File: src/rse_pkg.sv
// Shared types and constants for the RTT smoothing estimator.
`default_nettype none

package rse_pkg;

	// Estimate values after reset, in microseconds.
	localparam logic [31:0] DEFAULT_SMOOTHED_US = 32'd100000;
	localparam logic [31:0] DEFAULT_VARIATION_US = 32'd50000;
	localparam logic [31:0] MIN_NAK_RESET_US = 32'd20000;

	// Depth of the queue between front and back.
	localparam int RSE_QUEUE_DEPTH = 2;

	// Command codes of an input word.
	localparam logic CMD_SAMPLE = 1'b0;
	localparam logic CMD_PEER = 1'b1;

	// Input word.
	typedef struct packed {
		logic        cmd;
		logic [31:0] sample_us;
		logic [31:0] peer_smoothed_us;
		logic [31:0] peer_variation_us;
		logic        bidirectional;
	} req_t;

	// Result word.
	typedef struct packed {
		logic [31:0] smoothed_us;
		logic [31:0] variation_us;
		logic        has_sample;
		logic [31:0] nak_interval_us;
		logic        applied;
	} rsp_t;

	// Operation decided by the front.
	typedef enum logic [1:0] {
		OP_NONE   = 2'd0,
		OP_SAMPLE = 2'd1,
		OP_PEER   = 2'd2
	} op_t;

	// Queue entry: classified operation with its operands.
	typedef struct packed {
		op_t         op;
		logic [31:0] value;
		logic [31:0] var_value;
		logic        is_default;
		logic        bidir;
	} qentry_t;

endpackage

`default_nettype wire

File: src/rse_if.sv
// Channel interfaces of the RTT smoothing estimator.
`default_nettype none

interface rse_req_if import rse_pkg::*; ();
	logic valid;
	logic ready;
	req_t data;

	modport source(output valid, output data, input ready);
	modport sink(input valid, input data, output ready);
endinterface

interface rse_rsp_if import rse_pkg::*; ();
	logic valid;
	logic ready;
	rsp_t data;

	modport source(output valid, output data, input ready);
	modport sink(input valid, input data, output ready);
endinterface

interface rse_cfg_if import rse_pkg::*; ();
	logic        valid;
	logic        ready;
	logic [31:0] data;

	modport source(output valid, output data, input ready);
	modport sink(input valid, input data, output ready);
endinterface

`default_nettype wire

File: src/rse_front.sv
// Front end: accepts input words and classifies them into queue entries.
`default_nettype none

module rse_front import rse_pkg::*; (
	rse_req_if.sink  req,
	input  logic     full,
	output logic     push,
	output qentry_t  push_entry
);

	// Accept whenever the queue has room.
	assign req.ready = !full;
	assign push = req.valid && !full;

	// Classify the word; zero values turn into no-ops.
	always_comb begin
		push_entry.bidir = req.data.bidirectional;
		push_entry.is_default = (req.data.peer_smoothed_us == DEFAULT_SMOOTHED_US) &&
			(req.data.peer_variation_us == DEFAULT_VARIATION_US);
		if (req.data.cmd == CMD_SAMPLE) begin
			push_entry.value = req.data.sample_us;
			push_entry.var_value = {1'b0, req.data.sample_us[31:1]};
			push_entry.op = (req.data.sample_us != '0) ? OP_SAMPLE : OP_NONE;
		end else begin
			push_entry.value = req.data.peer_smoothed_us;
			push_entry.var_value = req.data.peer_variation_us;
			push_entry.op = (req.data.peer_smoothed_us != '0) ? OP_PEER : OP_NONE;
		end
	end

endmodule

`default_nettype wire

File: src/rse_queue.sv
// Small queue that decouples the front end from the back end.
`default_nettype none

module rse_queue import rse_pkg::*; #(
	parameter int DEPTH = RSE_QUEUE_DEPTH
) (
	input  logic    clk,
	input  logic    arst_n,
	input  logic    push,
	input  qentry_t push_entry,
	output logic    full,
	output logic    q_valid,
	output qentry_t q_entry,
	input  logic    pop
);

	localparam int PTR_W = $clog2(DEPTH);
	localparam int CNT_W = $clog2(DEPTH + 1);

	qentry_t            mem_q [DEPTH];
	logic [PTR_W-1:0]   wr_ptr_q;
	logic [PTR_W-1:0]   rd_ptr_q;
	logic [CNT_W-1:0]   count_q;

	assign full = (count_q == CNT_W'(DEPTH));
	assign q_valid = (count_q != '0);
	assign q_entry = mem_q[rd_ptr_q];

	// Entry storage.
	always_ff @(posedge clk) begin
		if (push) begin
			mem_q[wr_ptr_q] <= push_entry;
		end
	end

	// Pointers and fill count.
	always_ff @(posedge clk or negedge arst_n) begin
		if (!arst_n) begin
			wr_ptr_q <= '0;
			rd_ptr_q <= '0;
			count_q <= '0;
		end else begin
			if (push) begin
				wr_ptr_q <= (wr_ptr_q == PTR_W'(DEPTH - 1)) ? '0 : wr_ptr_q + 1'b1;
			end
			if (pop) begin
				rd_ptr_q <= (rd_ptr_q == PTR_W'(DEPTH - 1)) ? '0 : rd_ptr_q + 1'b1;
			end
			if (push && !pop) begin
				count_q <= count_q + 1'b1;
			end else if (pop && !push) begin
				count_q <= count_q - 1'b1;
			end
		end
	end

endmodule

`default_nettype wire

File: src/rse_back.sv
// Back end: applies queued operations to the estimate and forms result words.
`default_nettype none

module rse_back import rse_pkg::*; (
	input  logic     clk,
	input  logic     arst_n,
	rse_cfg_if.sink  cfg,
	input  logic     q_valid,
	input  qentry_t  q_entry,
	output logic     pop,
	rse_rsp_if.source rsp
);

	logic [31:0] min_nak_q;
	logic [31:0] smoothed_q;
	logic [31:0] variation_q;
	logic        seeded_q;

	logic        valid_s1;
	logic [31:0] smoothed_s1;
	logic [31:0] variation_s1;
	logic        seeded_s1;
	logic        applied_s1;

	logic        rsp_valid_q;
	rsp_t        rsp_q;

	logic        out_free;
	logic        s1_free;

	logic [31:0] diff;
	logic [33:0] var_sum;
	logic [34:0] sm_sum;
	logic [31:0] next_s;
	logic [31:0] next_v;
	logic        next_seeded;
	logic        applied;

	logic [34:0] nak_sum;
	logic [33:0] nak_half;
	logic [31:0] nak_val;

	// Stage flow control.
	assign out_free = !rsp_valid_q || rsp.ready;
	assign s1_free = !valid_s1 || out_free;
	assign pop = q_valid && s1_free;

	assign rsp.valid = rsp_valid_q;
	assign rsp.data = rsp_q;

	// Configuration writes are always taken.
	assign cfg.ready = 1'b1;

	always_ff @(posedge clk or negedge arst_n) begin
		if (!arst_n) begin
			min_nak_q <= MIN_NAK_RESET_US;
		end else if (cfg.valid) begin
			min_nak_q <= cfg.data;
		end
	end

	// Blend terms: v = (3v + |s - x|) / 4 and s = (7s + x) / 8.
	assign diff = (smoothed_q > q_entry.value) ? smoothed_q - q_entry.value
		: q_entry.value - smoothed_q;
	assign var_sum = {1'b0, variation_q, 1'b0} + {2'b00, variation_q} + {2'b00, diff};
	assign sm_sum = {smoothed_q, 3'b000} - {3'b000, smoothed_q} + {3'b000, q_entry.value};

	// Resolve the operation against the current seeded flag.
	always_comb begin
		next_s = smoothed_q;
		next_v = variation_q;
		next_seeded = seeded_q;
		applied = 1'b0;
		case (q_entry.op)
			OP_SAMPLE: begin
				applied = 1'b1;
				next_seeded = 1'b1;
				if (!seeded_q) begin
					next_s = q_entry.value;
					next_v = q_entry.var_value;
				end else begin
					next_s = sm_sum[34:3];
					next_v = var_sum[33:2];
				end
			end
			OP_PEER: begin
				if (!seeded_q) begin
					if (!q_entry.is_default) begin
						next_s = q_entry.value;
						next_v = q_entry.var_value;
						next_seeded = 1'b1;
						applied = 1'b1;
					end
				end else if (!q_entry.bidir) begin
					next_s = q_entry.value;
					next_v = q_entry.var_value;
					applied = 1'b1;
				end else if (!q_entry.is_default) begin
					next_s = sm_sum[34:3];
					next_v = var_sum[33:2];
					applied = 1'b1;
				end
			end
			default: begin
			end
		endcase
	end

	// Estimate state and execute-stage valid.
	always_ff @(posedge clk or negedge arst_n) begin
		if (!arst_n) begin
			smoothed_q <= DEFAULT_SMOOTHED_US;
			variation_q <= DEFAULT_VARIATION_US;
			seeded_q <= 1'b0;
			valid_s1 <= 1'b0;
		end else begin
			if (pop) begin
				smoothed_q <= next_s;
				variation_q <= next_v;
				seeded_q <= next_seeded;
			end
			if (s1_free) begin
				valid_s1 <= pop;
			end
		end
	end

	// Execute-stage payload.
	always_ff @(posedge clk) begin
		if (pop) begin
			smoothed_s1 <= next_s;
			variation_s1 <= next_v;
			seeded_s1 <= next_seeded;
			applied_s1 <= applied;
		end
	end

	// NAK interval: max(min, (s + 4v) / 2), saturated to 32 bits.
	assign nak_sum = {3'b000, smoothed_s1} + {1'b0, variation_s1, 2'b00};
	assign nak_half = nak_sum[34:1];
	always_comb begin
		if (nak_half[33:32] != 2'b00) begin
			nak_val = '1;
		end else if (nak_half[31:0] < min_nak_q) begin
			nak_val = min_nak_q;
		end else begin
			nak_val = nak_half[31:0];
		end
	end

	// Output register.
	always_ff @(posedge clk or negedge arst_n) begin
		if (!arst_n) begin
			rsp_valid_q <= 1'b0;
		end else if (out_free) begin
			rsp_valid_q <= valid_s1;
		end
	end

	always_ff @(posedge clk) begin
		if (out_free && valid_s1) begin
			rsp_q.smoothed_us <= smoothed_s1;
			rsp_q.variation_us <= variation_s1;
			rsp_q.has_sample <= seeded_s1;
			rsp_q.nak_interval_us <= nak_val;
			rsp_q.applied <= applied_s1;
		end
	end

endmodule

`default_nettype wire

File: src/rtt_smoothing_estimator.sv
// Top level of the RTT smoothing estimator.
//
// Channels: req carries one word per RTT event (own sample or peer estimate),
// rsp returns one word per req word with the estimate after that event, the
// has-sample flag, the NAK interval and whether the event changed the state.
// cfg writes the minimum NAK interval; it is always ready and must only be
// written while no words are in flight.
// Path: a word accepted on req passes through the queue, the execute stage
// and the output register, in that order, before it is valid on rsp.
// Throughput: one word per cycle while rsp is not stalled; the estimate update
// is a read-modify-write of the state registers in the back end as each word pops.
// Reset: arst_n clears the queue and pipeline, sets the estimate to
// 100000/50000 us unseeded and the minimum NAK interval to 20000 us.
// Stall: when rsp.ready is low the output register holds its word, the
// execute stage and then the queue fill, and req.ready drops once the queue
// is full. No word is lost or repeated.
`default_nettype none

module rtt_smoothing_estimator import rse_pkg::*; #(
	parameter int QUEUE_DEPTH = RSE_QUEUE_DEPTH
) (
	input  logic      clk,
	input  logic      arst_n,
	rse_cfg_if.sink   cfg,
	rse_req_if.sink   req,
	rse_rsp_if.source rsp
);

	logic    push;
	qentry_t push_entry;
	logic    full;
	logic    q_valid;
	qentry_t q_entry;
	logic    pop;

	// Classify incoming words.
	rse_front u_front (
		.req       (req),
		.full      (full),
		.push      (push),
		.push_entry(push_entry)
	);

	// Decoupling queue.
	rse_queue #(
		.DEPTH(QUEUE_DEPTH)
	) u_queue (
		.clk       (clk),
		.arst_n    (arst_n),
		.push      (push),
		.push_entry(push_entry),
		.full      (full),
		.q_valid   (q_valid),
		.q_entry   (q_entry),
		.pop       (pop)
	);

	// Apply updates and produce results.
	rse_back u_back (
		.clk    (clk),
		.arst_n (arst_n),
		.cfg    (cfg),
		.q_valid(q_valid),
		.q_entry(q_entry),
		.pop    (pop),
		.rsp    (rsp)
	);

endmodule

`default_nettype wire

File: src/flat_wrapper.sv
// flat-port wrapper written by rule: the top's interface ports become plain ports
module rtt_smoothing_estimator_flat import rse_pkg::*;
#(
	parameter int QUEUE_DEPTH = RSE_QUEUE_DEPTH
)
  (clk, arst_n, cfg_valid, cfg_data, cfg_ready, req_valid, req_data, req_ready, rsp_valid, rsp_data, rsp_ready);
  rse_cfg_if cfg_i ();
  rse_req_if req_i ();
  rse_rsp_if rsp_i ();
  input  logic clk;
  input  logic arst_n;
  input wire logic [$bits(cfg_i.valid)-1:0] cfg_valid;
  input wire logic [$bits(cfg_i.data)-1:0] cfg_data;
  output wire logic [$bits(cfg_i.ready)-1:0] cfg_ready;
  input wire logic [$bits(req_i.valid)-1:0] req_valid;
  input wire logic [$bits(req_i.data)-1:0] req_data;
  output wire logic [$bits(req_i.ready)-1:0] req_ready;
  output wire logic [$bits(rsp_i.valid)-1:0] rsp_valid;
  output wire logic [$bits(rsp_i.data)-1:0] rsp_data;
  input wire logic [$bits(rsp_i.ready)-1:0] rsp_ready;
  assign cfg_i.valid = cfg_valid;
  assign cfg_i.data = cfg_data;
  assign cfg_ready = cfg_i.ready;
  assign req_i.valid = req_valid;
  assign req_i.data = req_data;
  assign req_ready = req_i.ready;
  assign rsp_valid = rsp_i.valid;
  assign rsp_data = rsp_i.data;
  assign rsp_i.ready = rsp_ready;
  rtt_smoothing_estimator #(.QUEUE_DEPTH(QUEUE_DEPTH)) u_core (.clk(clk), .arst_n(arst_n), .cfg(cfg_i), .req(req_i), .rsp(rsp_i));
endmodule
File: config.mk
export PLATFORM = sky130hd
export DESIGN_NAME = rtt_smoothing_estimator_flat
export DESIGN_NICKNAME = d
export VERILOG_FILES = /design/src/rse_pkg.sv /design/src/rse_if.sv /design/src/rse_front.sv /design/src/rse_queue.sv /design/src/rse_back.sv /design/src/rtt_smoothing_estimator.sv /design/src/flat_wrapper.sv
export SDC_FILE = /design/constraint.sdc
export NUM_CORES = 1
export LEC_CHECK = 0
export ABC_CLOCK_PERIOD_IN_PS = 9360
export BUFFER_PORTS_ARGS = -buffer_cell sky130_fd_sc_hd__buf_2
export CORE_UTILIZATION = 40
export DETAILED_ROUTE_END_ITERATION = 7
export PLACE_DENSITY = 0.59
export SETUP_SLACK_MARGIN = 0.05
export SLEW_MARGIN = 15
export SYNTH_ARGS = -nofsm -noshare
export SYNTH_HDL_FRONTEND = slang
export SYNTH_SLANG_ARGS = --single-unit
File: constraint.sdc
create_clock -name clk -period 9.36 [get_ports clk]
set_clock_uncertainty 0.1 [all_clocks]
set_input_delay 0.936 -clock clk [delete_from_list [all_inputs] [get_ports clk]]
set_output_delay 0.936 -clock clk [all_outputs]
set_load 0.1 [all_outputs]
==> results.md <==
* WP data required at 9.58 ns
* GR Util All Layers at 24.5%
* Min cycle time layout at 7.77 ns
* Post-CTS Setup Bufs at 0
* Max FO, Critical Path at 33
* Die W at 272 um
* Clock transition at path regs at 0.06 ns
* Synth Cell Area at 29100 um^2
* Drt drc at 0
* Layout area overhead at 13.3%
* Setup TNS at 0 ns
* RSZ-0062 raised after global routing: false
* Seq/Total Area, Yosys at 39.9%
* Cell taking the most area after synthesis: edfxtp_1
* Vias in the first global route at 22.8k
* DIE HEIGHT at 272 um
* CTS tree: built
* Reg2Reg Setup Slack at 1.59 ns
* DR vias at 24.2k
* CP Capture Point: u_core.u_back.variation_s1[28]
* Slew HR at 29.2%
* Period utilization at 83.0%
* Cell variety after synth at 89
* Initial Util at 40.5%
* Num Clock Sinks at 403
* Post-synth EDFFs at 300
* Hold Vio Cnt, Final at 0
* Setup violators final at 0
* Final Max Tran Viols at 0
* CP arrival at 7.99 ns
* Post-Syn Area per Cell at 9.32 um^2
* Core area at 71700 um^2
* GP Congestion at 0.959
* Startpoint Class: flip-flop
* Nets at 3692
* HPWL Detailed at 68800 um
* CTS Buf Count at 49
* Syn Nets at 3510
* Initial DRC count at 2128
* Worst reg2reg startpoint: u_core.u_queue.rd_ptr_q
* Hold Crit Class: in2async
* Row cnt at 98
* Global-route wire length before repair at 138000 um
* Status: complete, no violations
* Initial antenna violation count at 4
* Final wirelength at 91700 um
* Asr flop ratio synth at 25.6%
* Critical path class: reg2reg
* Most frequent cells in the layout: nand2_1, edfxtp_1, a21oi_1
* CP dominant cell by count: a21o_1
* Ys Warns at 0
* Top cell type's share of synthesized area at 31.0%
* Synth area leaders: edfxtp_1, ha_1, dfrtp_1
* Mapped Cells at 3119
* Port Buf Inserts at 234
* CTS Hold Buffers Added at 0
* Fill count at 6879
* Worst Tran Pin Value at 1.06 ns
* Worst R2R Path Depth at 26
* Max-cap violations at 0
* Routed length per instance at 21.4 um
* Number of routed nets with antenna violations at 0
* Vias/cell at 5.63
* F_max at 0.129 GHz
* Clock Path Buffers at 3
* Pre-Repair DR Iteration Count at 5
* Layout cells sized above 1 at 14.7%
* Setup crit start: u_core.u_queue.rd_ptr_q
* Post-CTS sizing at 0
* N_diodes at 0
* Clk_lat worst skew at 0.61 ns
* Largest net degree at the start of global routing at 69
* Commonest non-fill, non-tap cell in the layout: nand2_1
* Num ports at 236
* H-tree Lvls at 2
* Yosys reg bits at 403
* GR Overflow Total at 0
* Crit. End Element: flip-flop
* Root Buffer: clkbuf_16
* Crit path max-delay cell type: dfrtp_4
* Crit-path max cell delay at 0.79 ns
* R2r endpoint: u_core.u_back.variation_s1[28]
* Die Area at 73800 um^2
* Synth Flop Type: edfxtp_1
critical path, delay by kind of cell (launching register included):
kind / cells / cell delay, ns
muxes: 2 / 0.89
xor gates and xnor gates: 1 / 0.17
DFF: 1 / 0.79
and+or+nand+nor: 6 / 1.78
adders and majority gates: 3 / 1.47
AOI/OAI and AO/OA: 11 / 1.79
buffers and inverters: 3 / 0.51
cell type report:
| cell class | instances | area, um^2 | area share (%) |
|---|---|---|---|
| Multi-Input combinational cell | 2338 | 16100 | 48.8 |
| Sequential cell | 403 | 11600 | 35.2 |
| Timing Repair Buffer | 279 | 1510 | 4.59 |
| Clock buffer | 63 | 1340 | 4.07 |
| Tap cell | 950 | 1190 | 3.61 |
| Inverter | 230 | 865 | 2.62 |
| Clock inverter | 29 | 343 | 1.04 |
sequential cells by signal, summed over array words and instances (netlist names), 2 cells and up:
signal / count
u_core.u_back.min_nak_q: 32
u_core.u_back.rsp.data: 98
u_core.u_back.smoothed_q: 32
u_core.u_back.smoothed_s1: 32
u_core.u_back.variation_q: 32
u_core.u_back.variation_s1: 32
u_core.u_queue.count_q: 2
u_core.u_queue.mem_q: 136
stage by stage:
stage          area, um^2  worst slack (ns)  hold slack [ns]  util (%)  cells
6_report            32900              1.59            0.277      45.9   4292
3_3_place_gp        31300              1.67            0.302      43.6   4200
5_1_grt             32900              1.03            0.317      45.9   4292
2_1_floorplan       29100              2.12            0.300         -   3119
4_1_cts             32900              1.58            0.293      45.9   4292
3_5_place_dp        31300              1.61            0.307      43.6   4200
synth_stat cells (all sizes together), types with 20 or more instances:
| cell | number |
|---|---|
| fa | 65 |
| nor2 | 201 |
| edfxtp | 300 |
| nand3 | 35 |
| o21bai | 26 |
| nand4 | 31 |
| nand2 | 470 |
| a21oi | 261 |
| o211ai | 27 |
| inv | 229 |
| o221ai | 24 |
| nor4 | 21 |
| buf | 33 |
| xnor2 | 57 |
| a31oi | 26 |
| nor3 | 27 |
| a22oi | 21 |
| a21o | 107 |
| o21ai | 268 |
| o31ai | 22 |
| clkbuf | 115 |
| ha | 191 |
| dfrtp | 86 |
| o21a | 20 |
| a211oi | 34 |
| mux2i | 78 |
| xor2 | 55 |
| mux2 | 72 |
logic make-up after synthesis:
group,after synthesis,share of synthesized area [%]
fa+ha+maj,256,12.7
flops,403,39.9
xor+xnor,112,3.37
other cells,1,0.0129
buf+inv,378,5.04
simple gates,886,13.3
mux,150,5.49
compound gates,933,20.2
routing by layer:
metal  wire, um  GRT usage [%]
met3       8490           6.18
met5         13              0
met1      42000           34.7
met2      37800           35.9
met4       3390           9.03
how the worst min path moves through the flow:
stage / start / endpoint / depth (start not counted)
finish: arst_n / u_core.u_back.min_nak_q[1] / 1
global route: u_core.u_back.applied_s1 / u_core.u_back.rsp.data[0] / 0
CTS: arst_n / u_core.u_back.min_nak_q[1] / 1
detailed placement: u_core.u_back.applied_s1 / u_core.u_back.rsp.data[0] / 0
global placement: u_core.u_back.seeded_s1 / u_core.u_back.rsp.data[33] / 0
floorplan: u_core.u_back.applied_s1 / u_core.u_back.rsp.data[0] / 0
Power is not shown: default switching activity piles up to over one toggle a cycle in this logic, so the estimate is an artifact.
